`config.mk`:
```
export PLATFORM = sky130hd
export DESIGN_NAME = link_frame_checker_unit_flat
export DESIGN_NICKNAME = d
export VERILOG_FILES = /design/src/rtl/core/lfc_pkg.sv /design/src/rtl/core/lfc_intf.sv /design/src/rtl/core/lfc_in_reg.sv /design/src/rtl/core/lfc_frame_check.sv /design/src/rtl/core/lfc_out_reg.sv /design/src/rtl/core/link_frame_checker_unit.sv /design/src/flat_wrapper.sv
export SDC_FILE = /design/constraint.sdc
export NUM_CORES = 1
export LEC_CHECK = 0
export BUFFER_PORTS_ARGS = -buffer_cell sky130_fd_sc_hd__buf_4
export CAP_MARGIN = 25
export CORE_ASPECT_RATIO = 0.7
export CORE_UTILIZATION = 30
export CTS_CLUSTER_DIAMETER = 40
export DETAILED_ROUTE_END_ITERATION = 16
export GPL_TIMING_DRIVEN = 0
export SLEW_MARGIN = 10
export SYNTH_ARGS = -nofsm -noshare
export SYNTH_HDL_FRONTEND = slang
export SYNTH_SLANG_ARGS = --single-unit
```
`constraint.sdc`:
```
create_clock -name clk_i -period 5.07 [get_ports clk_i]
set_clock_uncertainty 0.15 [all_clocks]
set_input_delay 0.7605 -clock clk_i [delete_from_list [all_inputs] [get_ports clk_i]]
set_output_delay 0.7605 -clock clk_i [all_outputs]
set_load 0.005 [all_outputs]
```
`src/rtl/core/lfc_pkg.sv`:
```
// Package for the link frame checker: header constants, status codes,
// result record and the byte-wide CRC-16/CCITT-FALSE update function.
// No dependencies.
`timescale 1ns / 1ps
`default_nettype none

package lfc_pkg;

  localparam int unsigned HdrBytes   = 19;
  localparam int unsigned HdrCrcSpan = 15;
  localparam int unsigned HdrIdxW    = $clog2(HdrBytes);
  localparam int unsigned CountW     = 11;

  localparam logic [CountW-1:0] CountMax   = '1;
  localparam logic [15:0]       CrcInit    = 16'hFFFF;
  localparam logic [15:0]       CrcPoly    = 16'h1021;
  localparam logic [7:0]        MagicFirst = 8'h4D;
  localparam logic [7:0]        MagicSecond = 8'h48;
  localparam logic [7:0]        VersionRst = 8'd2;

  localparam int unsigned OffVersion = 2;
  localparam int unsigned OffHdrLen  = 3;
  localparam int unsigned OffType    = 4;
  localparam int unsigned OffFlags   = 5;
  localparam int unsigned OffSource  = 6;
  localparam int unsigned OffDest    = 7;
  localparam int unsigned OffTtl     = 8;
  localparam int unsigned OffSeq     = 9;
  localparam int unsigned OffAck     = 11;
  localparam int unsigned OffPlen    = 13;
  localparam int unsigned OffHdrCrc  = 15;
  localparam int unsigned OffPayCrc  = 17;

  typedef enum logic [2:0] {
    StOk         = 3'd0,
    StBadMagic   = 3'd1,
    StBadVersion = 3'd2,
    StBadLength  = 3'd3,
    StBadCrc     = 3'd4
  } status_e;

  typedef struct packed {
    logic [7:0] data_byte;
    logic       frame_end;
  } in_item_t;

  typedef struct packed {
    status_e     status;
    logic [7:0]  version_seen;
    logic [7:0]  frame_type;
    logic [7:0]  flag_bits;
    logic [7:0]  source_addr;
    logic [7:0]  dest_addr;
    logic [7:0]  hops_left;
    logic [15:0] sequence_res;
    logic [15:0] acknowledge;
    logic [10:0] payload_length;
  } result_t;

  // Handshake between the input register and the frame checker.
  typedef struct packed {
    logic valid;
    logic advance;
  } stage_ctrl_t;

  function automatic logic [15:0] crc16_byte(input logic [15:0] crc, input logic [7:0] b);
    logic [15:0] c;
    c = crc ^ {b, 8'h00};
    for (int i = 0; i < 8; i++) begin
      c = c[15] ? ((c << 1) ^ CrcPoly) : (c << 1);
    end
    return c;
  endfunction

endpackage

`default_nettype wire

```
`src/rtl/core/lfc_intf.sv`:
```
// Channel interfaces of the link frame checker: byte input, result output
// and the configuration write channel. No dependencies.
`timescale 1ns / 1ps
`default_nettype none

interface lfc_byte_if;
  logic       valid;
  logic       ready;
  logic [7:0] data_byte;
  logic       frame_end;

  modport source (output valid, data_byte, frame_end, input ready);
  modport sink (input valid, data_byte, frame_end, output ready);
endinterface

interface lfc_result_if;
  logic        valid;
  logic        ready;
  logic [2:0]  status;
  logic [7:0]  version_seen;
  logic [7:0]  frame_type;
  logic [7:0]  flag_bits;
  logic [7:0]  source_addr;
  logic [7:0]  dest_addr;
  logic [7:0]  hops_left;
  logic [15:0] sequence_res;
  logic [15:0] acknowledge;
  logic [10:0] payload_length;

  modport source (output valid, status, version_seen, frame_type, flag_bits, source_addr,
                  dest_addr, hops_left, sequence_res, acknowledge, payload_length,
                  input ready);
  modport sink (input valid, status, version_seen, frame_type, flag_bits, source_addr,
                dest_addr, hops_left, sequence_res, acknowledge, payload_length,
                output ready);
endinterface

interface lfc_cfg_if;
  logic       valid;
  logic       ready;
  logic [7:0] expected_version;

  modport source (output valid, expected_version, input ready);
  modport sink (input valid, expected_version, output ready);
endinterface

`default_nettype wire

```
`src/rtl/core/lfc_in_reg.sv`:
```
// Input register of the link frame checker: holds one byte transfer until
// the frame checker consumes it. Depends on lfc_pkg and lfc_intf.
`timescale 1ns / 1ps
`default_nettype none

module lfc_in_reg
  import lfc_pkg::*;
(
  input  wire         clk_i,
  input  wire         rst_ni,
  lfc_byte_if.sink    in_i,
  input  wire         advance_i,
  output stage_ctrl_t ctrl_o,
  output in_item_t    item_o
);

  logic     valid_q, valid_d;
  in_item_t item_q;
  logic     take;

  assign in_i.ready = !valid_q || advance_i;
  assign take       = in_i.valid && in_i.ready;
  assign valid_d    = take ? 1'b1 : (advance_i ? 1'b0 : valid_q);

  always_ff @(posedge clk_i or negedge rst_ni) begin
    if (!rst_ni) begin
      valid_q <= 1'b0;
    end else begin
      valid_q <= valid_d;
    end
  end

  always_ff @(posedge clk_i) begin
    if (take) begin
      item_q <= '{data_byte: in_i.data_byte, frame_end: in_i.frame_end};
    end
  end

  assign ctrl_o.valid   = valid_q;
  assign ctrl_o.advance = advance_i;
  assign item_o         = item_q;

endmodule

`default_nettype wire

```
`src/rtl/core/lfc_frame_check.sv`:
```
// Frame state and checks: byte count, both CRC accumulators, the header
// store and the verdict formed on the last byte. Depends on lfc_pkg.
`timescale 1ns / 1ps
`default_nettype none

module lfc_frame_check
  import lfc_pkg::*;
#(
  parameter int unsigned MaxPayload = 1024
) (
  input  wire         clk_i,
  input  wire         rst_ni,
  input  stage_ctrl_t ctrl_i,
  input  in_item_t    item_i,
  input  wire [7:0]   expected_version_i,
  output result_t     result_o
);

  logic [CountW-1:0] count_q, count_d, count_inc;
  logic [15:0]       hcrc_q, hcrc_d, hcrc_upd;
  logic [15:0]       pcrc_q, pcrc_d, pcrc_upd;
  logic [7:0]        header_q [HdrBytes];
  logic [7:0]        hdr [HdrBytes];
  logic              in_header, in_hcrc;
  logic [15:0]       hdr_crc, pay_crc, plen;
  logic [16:0]       expect_len;
  status_e           status;

  assign in_header = count_q < CountW'(HdrBytes);
  assign in_hcrc   = count_q < CountW'(HdrCrcSpan);
  assign count_inc = (count_q == CountMax) ? count_q : count_q + 1'b1;
  assign hcrc_upd  = in_hcrc ? crc16_byte(hcrc_q, item_i.data_byte) : hcrc_q;
  assign pcrc_upd  = in_header ? pcrc_q : crc16_byte(pcrc_q, item_i.data_byte);

  // The byte in flight is merged into the header view so that the verdict
  // sees the same store that the register will hold after this cycle.
  always_comb begin
    for (int i = 0; i < HdrBytes; i++) begin
      hdr[i] = (count_q == CountW'(i)) ? item_i.data_byte : header_q[i];
    end
  end

  assign hdr_crc    = {hdr[OffHdrCrc + 1], hdr[OffHdrCrc]};
  assign pay_crc    = {hdr[OffPayCrc + 1], hdr[OffPayCrc]};
  assign plen       = {hdr[OffPlen + 1], hdr[OffPlen]};
  assign expect_len = 17'(HdrBytes) + {1'b0, plen};

  always_comb begin
    if (count_inc < CountW'(HdrBytes)) begin
      status = StBadLength;
    end else if (hdr[0] != MagicFirst || hdr[1] != MagicSecond) begin
      status = StBadMagic;
    end else if (hdr[OffVersion] != expected_version_i) begin
      status = StBadVersion;
    end else if (hdr[OffHdrLen] != 8'(HdrBytes)) begin
      status = StBadLength;
    end else if (hdr_crc != hcrc_upd) begin
      status = StBadCrc;
    end else if (plen > 16'(MaxPayload)) begin
      status = StBadLength;
    end else if ({6'd0, count_inc} != expect_len) begin
      status = StBadLength;
    end else if (pay_crc != pcrc_upd) begin
      status = StBadCrc;
    end else begin
      status = StOk;
    end
  end

  always_comb begin
    result_o = '0;
    result_o.status = status;
    if (status == StOk) begin
      result_o.version_seen   = hdr[OffVersion];
      result_o.frame_type     = hdr[OffType];
      result_o.flag_bits      = hdr[OffFlags];
      result_o.source_addr    = hdr[OffSource];
      result_o.dest_addr      = hdr[OffDest];
      result_o.hops_left      = hdr[OffTtl];
      result_o.sequence_res   = {hdr[OffSeq + 1], hdr[OffSeq]};
      result_o.acknowledge    = {hdr[OffAck + 1], hdr[OffAck]};
      result_o.payload_length = plen[10:0];
    end
  end

  always_comb begin
    count_d = count_q;
    hcrc_d  = hcrc_q;
    pcrc_d  = pcrc_q;
    if (ctrl_i.advance) begin
      if (item_i.frame_end) begin
        count_d = '0;
        hcrc_d  = CrcInit;
        pcrc_d  = CrcInit;
      end else begin
        count_d = count_inc;
        hcrc_d  = hcrc_upd;
        pcrc_d  = pcrc_upd;
      end
    end
  end

  always_ff @(posedge clk_i or negedge rst_ni) begin
    if (!rst_ni) begin
      count_q <= '0;
      hcrc_q  <= CrcInit;
      pcrc_q  <= CrcInit;
    end else begin
      count_q <= count_d;
      hcrc_q  <= hcrc_d;
      pcrc_q  <= pcrc_d;
    end
  end

  always_ff @(posedge clk_i) begin
    if (ctrl_i.advance && in_header) begin
      header_q[count_q[HdrIdxW-1:0]] <= item_i.data_byte;
    end
  end

endmodule

`default_nettype wire

```
`src/rtl/core/lfc_out_reg.sv`:
```
// Result register of the link frame checker: holds one verdict until the
// downstream side takes it. Depends on lfc_pkg and lfc_intf.
`timescale 1ns / 1ps
`default_nettype none

module lfc_out_reg
  import lfc_pkg::*;
(
  input  wire          clk_i,
  input  wire          rst_ni,
  input  wire          load_i,
  input  result_t      result_i,
  output logic         free_o,
  lfc_result_if.source res_o
);

  logic    valid_q, valid_d;
  result_t res_q;

  assign free_o  = !valid_q || res_o.ready;
  assign valid_d = load_i ? 1'b1 : (res_o.ready ? 1'b0 : valid_q);

  always_ff @(posedge clk_i or negedge rst_ni) begin
    if (!rst_ni) begin
      valid_q <= 1'b0;
    end else begin
      valid_q <= valid_d;
    end
  end

  always_ff @(posedge clk_i) begin
    if (load_i) begin
      res_q <= result_i;
    end
  end

  assign res_o.valid          = valid_q;
  assign res_o.status         = res_q.status;
  assign res_o.version_seen   = res_q.version_seen;
  assign res_o.frame_type     = res_q.frame_type;
  assign res_o.flag_bits      = res_q.flag_bits;
  assign res_o.source_addr    = res_q.source_addr;
  assign res_o.dest_addr      = res_q.dest_addr;
  assign res_o.hops_left      = res_q.hops_left;
  assign res_o.sequence_res   = res_q.sequence_res;
  assign res_o.acknowledge    = res_q.acknowledge;
  assign res_o.payload_length = res_q.payload_length;

endmodule

`default_nettype wire

```
`src/rtl/core/link_frame_checker_unit.sv`:
```
// Top level of the link frame checker.
// Depends on lfc_pkg, lfc_intf, lfc_in_reg, lfc_frame_check and lfc_out_reg.
//
// The checker takes one frame byte per transfer and accepts a byte in every
// cycle unless a last byte waits in the input register until the result
// register is free. A last byte's verdict goes into the result register,
// which presents a single result; a result waiting there does not hold up
// further bytes until the next last byte arrives. The rate of one byte per
// cycle is set by the byte-wide CRC-16/CCITT-FALSE update that sits between
// the input and result registers with the header checks. The expected
// version register resets to 2 and its write channel is always ready.
`timescale 1ns / 1ps
`default_nettype none

module link_frame_checker_unit
  import lfc_pkg::*;
#(
  parameter int unsigned MaxPayload = 1024
) (
  input  wire          clk_i,
  input  wire          rst_ni,
  lfc_byte_if.sink     in_i,
  lfc_cfg_if.sink      cfg_i,
  lfc_result_if.source res_o
);

  stage_ctrl_t ctrl;
  in_item_t    item;
  result_t     result;
  logic        out_free;
  logic        advance;
  logic [7:0]  version_q;

  assign advance = ctrl.valid && (!item.frame_end || out_free);

  assign cfg_i.ready = 1'b1;

  always_ff @(posedge clk_i or negedge rst_ni) begin
    if (!rst_ni) begin
      version_q <= VersionRst;
    end else if (cfg_i.valid) begin
      version_q <= cfg_i.expected_version;
    end
  end

  lfc_in_reg u_in_reg (
    .clk_i     (clk_i),
    .rst_ni    (rst_ni),
    .in_i      (in_i),
    .advance_i (advance),
    .ctrl_o    (ctrl),
    .item_o    (item)
  );

  lfc_frame_check #(
    .MaxPayload (MaxPayload)
  ) u_frame_check (
    .clk_i              (clk_i),
    .rst_ni             (rst_ni),
    .ctrl_i             (ctrl),
    .item_i             (item),
    .expected_version_i (version_q),
    .result_o           (result)
  );

  lfc_out_reg u_out_reg (
    .clk_i    (clk_i),
    .rst_ni   (rst_ni),
    .load_i   (advance && item.frame_end),
    .result_i (result),
    .free_o   (out_free),
    .res_o    (res_o)
  );

endmodule

`default_nettype wire

```
`src/flat_wrapper.sv`:
```
// flat-port wrapper written by rule: the top's interface ports become plain ports
module link_frame_checker_unit_flat import lfc_pkg::*;
#(
  parameter int unsigned MaxPayload = 1024
)
  (clk_i, rst_ni, in_i_valid, in_i_data_byte, in_i_frame_end, in_i_ready, cfg_i_valid, cfg_i_expected_version, cfg_i_ready, res_o_valid, res_o_status, res_o_version_seen, res_o_frame_type, res_o_flag_bits, res_o_source_addr, res_o_dest_addr, res_o_hops_left, res_o_sequence_res, res_o_acknowledge, res_o_payload_length, res_o_ready);
  lfc_byte_if in_i_i ();
  lfc_cfg_if cfg_i_i ();
  lfc_result_if res_o_i ();
  input  wire clk_i;
  input  wire rst_ni;
  input wire logic [$bits(in_i_i.valid)-1:0] in_i_valid;
  input wire logic [$bits(in_i_i.data_byte)-1:0] in_i_data_byte;
  input wire logic [$bits(in_i_i.frame_end)-1:0] in_i_frame_end;
  output wire logic [$bits(in_i_i.ready)-1:0] in_i_ready;
  input wire logic [$bits(cfg_i_i.valid)-1:0] cfg_i_valid;
  input wire logic [$bits(cfg_i_i.expected_version)-1:0] cfg_i_expected_version;
  output wire logic [$bits(cfg_i_i.ready)-1:0] cfg_i_ready;
  output wire logic [$bits(res_o_i.valid)-1:0] res_o_valid;
  output wire logic [$bits(res_o_i.status)-1:0] res_o_status;
  output wire logic [$bits(res_o_i.version_seen)-1:0] res_o_version_seen;
  output wire logic [$bits(res_o_i.frame_type)-1:0] res_o_frame_type;
  output wire logic [$bits(res_o_i.flag_bits)-1:0] res_o_flag_bits;
  output wire logic [$bits(res_o_i.source_addr)-1:0] res_o_source_addr;
  output wire logic [$bits(res_o_i.dest_addr)-1:0] res_o_dest_addr;
  output wire logic [$bits(res_o_i.hops_left)-1:0] res_o_hops_left;
  output wire logic [$bits(res_o_i.sequence_res)-1:0] res_o_sequence_res;
  output wire logic [$bits(res_o_i.acknowledge)-1:0] res_o_acknowledge;
  output wire logic [$bits(res_o_i.payload_length)-1:0] res_o_payload_length;
  input wire logic [$bits(res_o_i.ready)-1:0] res_o_ready;
  assign in_i_i.valid = in_i_valid;
  assign in_i_i.data_byte = in_i_data_byte;
  assign in_i_i.frame_end = in_i_frame_end;
  assign in_i_ready = in_i_i.ready;
  assign cfg_i_i.valid = cfg_i_valid;
  assign cfg_i_i.expected_version = cfg_i_expected_version;
  assign cfg_i_ready = cfg_i_i.ready;
  assign res_o_valid = res_o_i.valid;
  assign res_o_status = res_o_i.status;
  assign res_o_version_seen = res_o_i.version_seen;
  assign res_o_frame_type = res_o_i.frame_type;
  assign res_o_flag_bits = res_o_i.flag_bits;
  assign res_o_source_addr = res_o_i.source_addr;
  assign res_o_dest_addr = res_o_i.dest_addr;
  assign res_o_hops_left = res_o_i.hops_left;
  assign res_o_sequence_res = res_o_i.sequence_res;
  assign res_o_acknowledge = res_o_i.acknowledge;
  assign res_o_payload_length = res_o_i.payload_length;
  assign res_o_i.ready = res_o_ready;
  link_frame_checker_unit #(.MaxPayload(MaxPayload)) u_core (.clk_i(clk_i), .rst_ni(rst_ni), .in_i(in_i_i), .cfg_i(cfg_i_i), .res_o(res_o_i));
endmodule
```
==> results of run 1 <==
==> cells in the final DEF, fill, tap and decap left out, types with 5 or more instances in the layout <==
| master | count |
|---|---|
| a21boi_0 | 5 |
| mux2i_1 | 62 |
| o22a_1 | 6 |
| buf_4 | 127 |
| clkbuf_1 | 33 |
| xnor3_1 | 8 |
| nand2_1 | 52 |
| nor4b_1 | 6 |
| mux2_2 | 18 |
| clkbuf_16 | 37 |
| and3_1 | 12 |
| xnor2_1 | 65 |
| nand3_1 | 17 |
| buf_16 | 6 |
| nor4_1 | 10 |
| and2_1 | 90 |
| nor3_1 | 13 |
| o22ai_1 | 5 |
| nand2b_1 | 6 |
| dfrtp_1 | 20 |
| edfxtp_1 | 255 |
| o21ai_0 | 27 |
| a21oi_1 | 39 |
| nor2_1 | 52 |
| buf_2 | 11 |
| inv_1 | 18 |
| nand4_1 | 23 |
| dfstp_2 | 33 |
| xor2_1 | 28 |
| inv_6 | 6 |
==> stage by stage <==
stage          worst slack (ns)  instance area (µm²)  power [mW]
3_5_place_dp             -0.595                15900        4.09
5_1_grt                 -0.0208                17200        6.94
6_report                  0.139                17200        6.69
4_1_cts                  0.0246                17100        6.73
2_1_floorplan             0.803                14000        3.78
3_3_place_gp             -0.671                15600        4.06
==> power by group <==
| part | switching (mW) | leakage [nW] | total, mW | internal [mW] |
|---|---|---|---|---|
| clock | 1.09 | 0.581 | 2.62 | 1.54 |
| sequential | 0.0960 | 3.08 | 3.00 | 2.91 |
| combinational | 0.580 | 2.89 | 1.06 | 0.482 |
| total | 1.76 | 6.55 | 6.69 | 4.93 |
==> state kept, by name, summed over array words and instances, names as in the netlist <==
| name | cells |
|---|---|
| u_core.u_out_reg.res_o.status | 3 |
| u_core.u_out_reg.res_o.version_seen | 8 |
| u_core.u_out_reg.res_o.dest_addr | 8 |
| u_core.u_out_reg.res_o.flag_bits | 8 |
| u_core.u_frame_check.count_q | 11 |
| u_core.u_in_reg.valid_q | 1 |
| u_core.u_frame_check.hcrc_q | 16 |
| u_core.u_out_reg.res_o.payload_length | 11 |
| u_core.u_frame_check.pcrc_q | 16 |
| u_core.u_out_reg.res_o.valid | 1 |
| u_core.u_out_reg.res_o.sequence_res | 16 |
| u_core.u_out_reg.res_o.source_addr | 8 |
| u_core.u_frame_check.header_q | 152 |
| u_core.u_in_reg.item_o | 9 |
| u_core.u_out_reg.res_o.frame_type | 8 |
| u_core.u_out_reg.res_o.hops_left | 8 |
| u_core.u_out_reg.res_o.acknowledge | 16 |
| u_core.version_q | 8 |
==> repair_timing <==
| item | 4_1_cts | 5_1_grt |
|---|---|---|
| pin swaps | 3 | 2 |
| gates resized for setup | 10 | 16 |
| setup endpoints to repair | 94 | 93 |
| setup buffers | 5 | 4 |
==> synthesized netlist by cell type (all sizes together), types with 19 or more instances <==
master / count
a21oi: 39
and2: 90
clkbuf: 35
dfrtp: 20
dfstp: 33
edfxtp: 255
inv: 19
mux2i: 64
nand2: 52
nand3: 19
nand4: 24
nor2: 52
o21ai: 27
xnor2: 66
xor2: 28
==> routing by layer <==
metal / global-route usage, % / routed length (µm)
met2: 22.0 / 15400
met1: 24.7 / 18800
met3: 4.65 / 3360
met5: 1.03 / 64
met4: 4.00 / 706
==> how the worst max path moves through the flow <==
stage / endpoint / depth (start not counted) / slack [ns] / from
2_1_floorplan: u_core.u_out_reg.res_o.acknowledge[15] / 17 / 0.80 / u_core.u_frame_check.count_q[4]
3_3_place_gp: u_core.u_out_reg.res_o.source_addr[1] / 14 / -0.67 / u_core.u_in_reg.item_o[2]
3_5_place_dp: u_core.u_out_reg.res_o.flag_bits[1] / 16 / -0.59 / u_core.u_frame_check.count_q[6]
4_1_cts: u_core.u_out_reg.res_o.source_addr[3] / 17 / 0.02 / u_core.u_frame_check.count_q[4]
5_1_grt: u_core.u_out_reg.res_o.version_seen[6] / 17 / -0.02 / u_core.u_frame_check.count_q[4]
6_report: u_core.u_out_reg.res_o.hops_left[7] / 12 / 0.14 / u_core.u_in_reg.item_o[7]
==> cell type report <==
type                            instances  area, µm²
Buffer                                 50        238
Timing Repair Buffer                  138       1190
Tap cell                              603        754
Clock inverter                         19        225
Multi-Input combinational cell        636       4750
Fill cell                            4343      28300
Sequential cell                       308       9020
Clock buffer                           44        962
Inverter                               20       77.6
==> cell families after synthesis <==
group,after synthesis
fa+ha+maj,6
other cells,1
compound gates,125
flops,308
xor+xnor,106
buf+inv,73
simple gates,316
mux,82
==> results.tsv, run 1 <==
metric	value	unit
worst supply voltage drop on vdd	0.245	mV
num ports	119	
level count of the clock H-tree	2	
portion of the post-synthesis area used by sequential elements	64.5	%
total core area	45500	µm²
launching point of the worst reg2reg path	u_core.u_in_reg.item_o[7]	
synthesis-stage register bit count	308	
routed wirelength normalized by instance count	21.1	µm
biggest fanout along the worst timing path	10	
share of synthesized registers carrying an async set or reset	17.2	%
net count of the mapped netlist	1045	
cell mode on critical path	buf_2	
final worst-path cycle share	97.3	%
wire length of the first global-routing pass	57000	µm
number of setup violations in the final report	0	
Slowest-stage cell, CP	edfxtp_1	
router iterations before antenna repair	7	
worst hold-check slack	0.153	ns
post-layout minimum cycle time	4.93	ns
cells along the critical path	buf_2 > xnor2_1 > xnor3_1 > mux2i_1 > o22ai_1 > or4_1 > a2111oi_4 > nand4_4 > nor3_4 > buf_6 > buf_2 > and2_1	
via/cell ratio	5.00	
largest area contributor in the netlist	edfxtp_1	
outcome	finished clean	
Req. time, crit path	5.30	ns
total congestion overflow after global routing	0	
number of distinct library cell variants in the gate-level netlist after synthesis	74	
Clk Tree Root Cell	clkbuf_16	
clk slew on worst S/H paths	0.06	ns
max-cap violation count	0	
initial DRC count	1012	
DP Wirelength	27100	µm
Antenna Cells	0	
final cell utilization of the core	37.8	%
clk_lat worst skew	0.53	ns
number of CTS-inserted buffers	36	
via count of the first global-routing pass	8951	
die outline area	47500	µm²
power density cells	388	nW/µm²
final-report max-slew violation count	0	
fraction of layout instances using a drive strength above 1	23.8	%
number of port buffers	116	
average cell area after synthesis	13.8	µm²
floorplan die height	183	µm
delay-heaviest family, CP	simple AND/OR/NAND/NOR gates	
number of sinks on the clock net	308	
maximum number of pins on one net before global-route repair	54	
CTS tree	yes	
Worst Max-Slew Pin Slew	0.936	ns
Yosys Warn Count	0	
WP buf/inv	3	
GP Congestion	0.924	
starting density of the core	30.7	%
Routed WL	38300	µm
Slowest Stage Delay on Critical Path	0.68	ns
number of antenna violations at the first check in global routing	2	
type of element launching the critical path	register	
critical path data arrival time	5.17	ns
post-placement cell count	1749	
width of the chip	260	µm
number of enable-type register cells in the synthesized netlist	255	
headroom to the max-slew limit	37.1	%
Non-Filler Instances	1818	
area share of fa/ha/maj cells after synthesis	0.536	%
number of endpoints with negative hold slack in the final report	0	
number of standard cells after synthesis	1017	
placement row count	65	
cells taking the most area after synthesis	edfxtp_1, dfstp_2, mux2i_1	
crit path capture type	register	
area added between synthesis and finish	23.1	%
Netlist Area Pre-Place	14000	µm²
All-Layer GR Usage	16.2	%
total via count in the routed design	9097	
largest family of logic cells by synthesized area	simple AND/OR/NAND/NOR gates	
Synth Area in Compound Gates	6.03	%
count of nets left with antenna violations after detail routing	0	
final layout net count	1218	
fraction of post-synthesis cell area in the top cell type by area	54.7	%
leading register cell type out of synthesis	edfxtp_1	
area fraction in and, or, nand and nor cells after synthesis	12.8	%
Max Clk Rate	203	MHz
Residual DRC	0	
class of the tightest hold or removal check	in2async	
WS Path Type	reg2reg	
minimum setup slack among reg-to-reg paths	0.14	ns
worst reg2reg endpoint	u_core.u_out_reg.res_o.hops_left[7]	
Setup TNS	0	ns
worst-case reg-to-reg path depth	12	
Leak	6.55	nW
hold buffers post-CTS	0	
maximum buffer depth of the clock tree	3	
xor and xnor area share after synthesis	7.90	%
mux cell area share after synthesis	6.03	%
(Power assumes the default switching activity.)
==> run 2: changes to the inputs <==
BUFFER_PORTS_ARGS = -buffer_cell sky130_fd_sc_hd__buf_2   (was -buffer_cell sky130_fd_sc_hd__buf_4)
==> run 2 against run 1 <==
  * Final area fell by 1.7%
  * Utilization fell by 0.63 points
  * Final cell count rose by 0.50%
  * Sequential share of layout area rose by 0.89 points
  * Fmax rose by 0.30%
  * Sequential cell count did not move
  * Worst setup slack improved by 0.015 ns
  * Hold slack barely moved
  * Critical path type unchanged
  * Via count rose by 1.2%
  * Sequential power barely moved
  * Global-route usage fell by 0.30 points
==> results.tsv, run 2 (synthesized netlist as in run 1, its figures left out) <==
metric	value	unit	change
total core area	45500	µm²	unchanged
Sw Pwr	1.73	mW	was 1.76 mW
wire length on met2	15300	µm	was 15400 µm
launching point of the worst reg2reg path	u_core.u_frame_check.count_q[4]		was u_core.u_in_reg.item_o[7]
Leak	6.52	nW	was 6.55 nW
placement row count	65		unchanged
Residual DRC	0		unchanged
number of port buffers	116		unchanged
total via count in the routed design	9205		was 9097
outcome	finished clean		unchanged
cell mode on critical path	buf_4		was buf_2
most frequent standard cell in the layout excluding fill and tap cells	edfxtp_1		unchanged
level count of the clock H-tree	2		unchanged
post-layout minimum cycle time	4.92	ns	was 4.93 ns
number of antenna violations at the first check in global routing	2		unchanged
total design power	6.50	mW	was 6.69 mW
headroom to the max-slew limit	38.0	%	was 37.1%
type of element launching the critical path	register		unchanged
wire length the detailed router placed on met1	18500	µm	was 18800 µm
maximum buffer depth of the clock tree	3		unchanged
worst hold-check slack	0.153	ns	about the same
Max Clk Rate	203	MHz	about the same
wire length of the first global-routing pass	55600	µm	was 57000 µm
die outline area	47500	µm²	unchanged
internal power component	4.77	mW	was 4.93 mW
WL met3	3770	µm	was 3360 µm
Req. time, crit path	5.23	ns	was 5.30 ns
via count of the first global-routing pass	8840		was 8951
width of the chip	260	µm	unchanged
biggest fanout along the worst timing path	10		unchanged
Antenna Cells	0		unchanged
cells along the critical path	buf_2 > nor4_4 > nand4_1 > buf_4 > clkbuf_8 > mux2i_4 > ha_2 > and3b_2 > o2111ai_1 > nand3_1 > or3_1 > a2111oi_2 > nand4_1 > buf_4 > nor3_4 > buf_4 > buf_2 > a21boi_0		was buf_2 > xnor2_1 > xnor3_1 > mux2i_1 > o22ai_1 > or4_1 > a2111oi_4 > nand4_4 > nor3_4 > buf_6 > buf_2 > and2_1
worst-case reg-to-reg path depth	18		was 12
minimum setup slack among reg-to-reg paths	0.15	ns	was 0.14 ns
final layout net count	1227		was 1218
CTS tree	yes		unchanged
floorplan die height	183	µm	unchanged
clock network fraction of design power	37.8	%	was 39.2%
max-cap violation count	0		unchanged
number of setup violations in the final report	0		unchanged
clk_lat worst skew	0.54	ns	was 0.53 ns
number of endpoints with negative hold slack in the final report	0		unchanged
power density cells	384	nW/µm²	was 388 nW/µm²
Slowest Stage Delay on Critical Path	0.44	ns	was 0.68 ns
area added between synthesis and finish	21.0	%	was 23.1%
top layer reached by signal wires	met4		was met5
All-Layer GR Usage	15.9	%	was 16.2%
total congestion overflow after global routing	0		unchanged
Clk Tree Root Cell	clkbuf_16		unchanged
count of nets left with antenna violations after detail routing	0		unchanged
final-report max-slew violation count	0		unchanged
hold buffers post-CTS	0		unchanged
maximum number of pins on one net before global-route repair	55		was 54
DP Wirelength	26800	µm	was 27100 µm
routed wirelength normalized by instance count	20.9	µm	was 21.1 µm
critical path data arrival time	5.08	ns	was 5.17 ns
final worst-path cycle share	97.0	%	was 97.3%
num ports	119		unchanged
number of CTS-inserted buffers	35		was 36
commonest cells after routing, fill and taps aside	edfxtp_1, buf_2, and2_1, xnor2_1, mux2i_1		was edfxtp_1, buf_4, and2_1, xnor2_1, mux2i_1
via/cell ratio	5.04		was 5.00
Routed WL	38100	µm	was 38300 µm
router iterations before antenna repair	6		was 7
WS Path Type	reg2reg		unchanged
starting density of the core	30.7	%	unchanged
max FFs per register	152		unchanged
GP Congestion	0.949		was 0.924
crit path capture type	register		unchanged
Reg power frac	46.1	%	was 44.9%
number of sinks on the clock net	308		unchanged
worst reg2reg endpoint	u_core.u_out_reg.res_o.payload_length[4]		was u_core.u_out_reg.res_o.hops_left[7]
initial DRC count	818		was 1012
fraction of layout instances using a drive strength above 1	24.8	%	was 23.8%
combinational share of power	16.1	%	was 15.9%
worst supply voltage drop on vdd	0.188	mV	was 0.245 mV
Slowest-stage cell, CP	dfrtp_1		was edfxtp_1
Worst Max-Slew Pin Slew	0.930	ns	was 0.936 ns
share of total power consumed by net switching	26.6	%	was 26.3%
clk slew on worst S/H paths	0.07	ns	was 0.06 ns
class of the tightest hold or removal check	in2async		unchanged
-- run 2: worst max path at each step --
stage                                    start                                       end  depth (start not counted)
2_1_floorplan  u_core.u_frame_check.count_q[4]    u_core.u_out_reg.res_o.acknowledge[15]                         17
3_3_place_gp         u_core.u_in_reg.item_o[1]     u_core.u_out_reg.res_o.source_addr[0]                         14
3_5_place_dp   u_core.u_frame_check.count_q[6]       u_core.u_out_reg.res_o.flag_bits[1]                         16
4_1_cts        u_core.u_frame_check.count_q[4]     u_core.u_out_reg.res_o.source_addr[3]                         18
5_1_grt        u_core.u_frame_check.count_q[0]  u_core.u_out_reg.res_o.payload_length[4]                         14
6_report       u_core.u_frame_check.count_q[4]  u_core.u_out_reg.res_o.payload_length[4]                         18
-- run 2: timing repair --
item,in CTS,in global routing
setup endpoints to repair,94,92
gates cloned,0,1
setup buffers,8,7
gates resized for setup,17,19
pin swaps,4,3
-- run 2: power by group through the flow --
stage / logic [mW] / clock network (mW) / registers [mW]
floorplan: 0.754 / 0 / 3.03
global placement: 0.974 / 0 / 3.08
detailed placement: 1.02 / 0 / 3.06
CTS: 1.04 / 2.51 / 3.00
global route: 1.14 / 2.60 / 3.01
finish: 1.05 / 2.45 / 3.00
-- run 2: area by class of cell --
class                      instances  area [µm²]
inverter                          20        77.6
sequential                       308        9020
fill                            4366       28600
multi-input combinational        636        4760
tap                              603         754
buffer                            52         255
clock inverter                    18         170
timing repair buffer             146         951
clock buffer                      44         941
-- run 2: per-stage QoR --
stage	setup slack (ns)	cell area (µm²)	utilization, %	setup TNS (ns)	instances
2_1_floorplan	0.803	14000	-	0	1017
3_3_place_gp	-0.971	15300	33.7	-116.02	1736
3_5_place_dp	-0.791	15600	34.2	-64.32	1749
4_1_cts	0.0125	16800	36.9	0	1818
5_1_grt	-0.0133	16900	37.2	-0.0380	1827
6_report	0.154	16900	37.2	0	1827
-- run 2: routing by layer --
| layer | vias to the layer above | GRT usage (%) |
|---|---|---|
| met3 | 49 | 5.38 |
| met5 | - | 0 |
| met1 | 4615 | 23.7 |
| met2 | 408 | 21.8 |
| met4 | 0 | 3.74 |
| li1 | 4133 | - |
-- run 2: critical path: cells and delay by family, from the launching register on --
kind | cells | cell delay, ns
mux | 1 | 0.25
simple gates | 7 | 1.53
buf+inv | 6 | 1.16
compound gates | 3 | 0.87
flops | 1 | 0.44
fa+ha+maj | 1 | 0.27
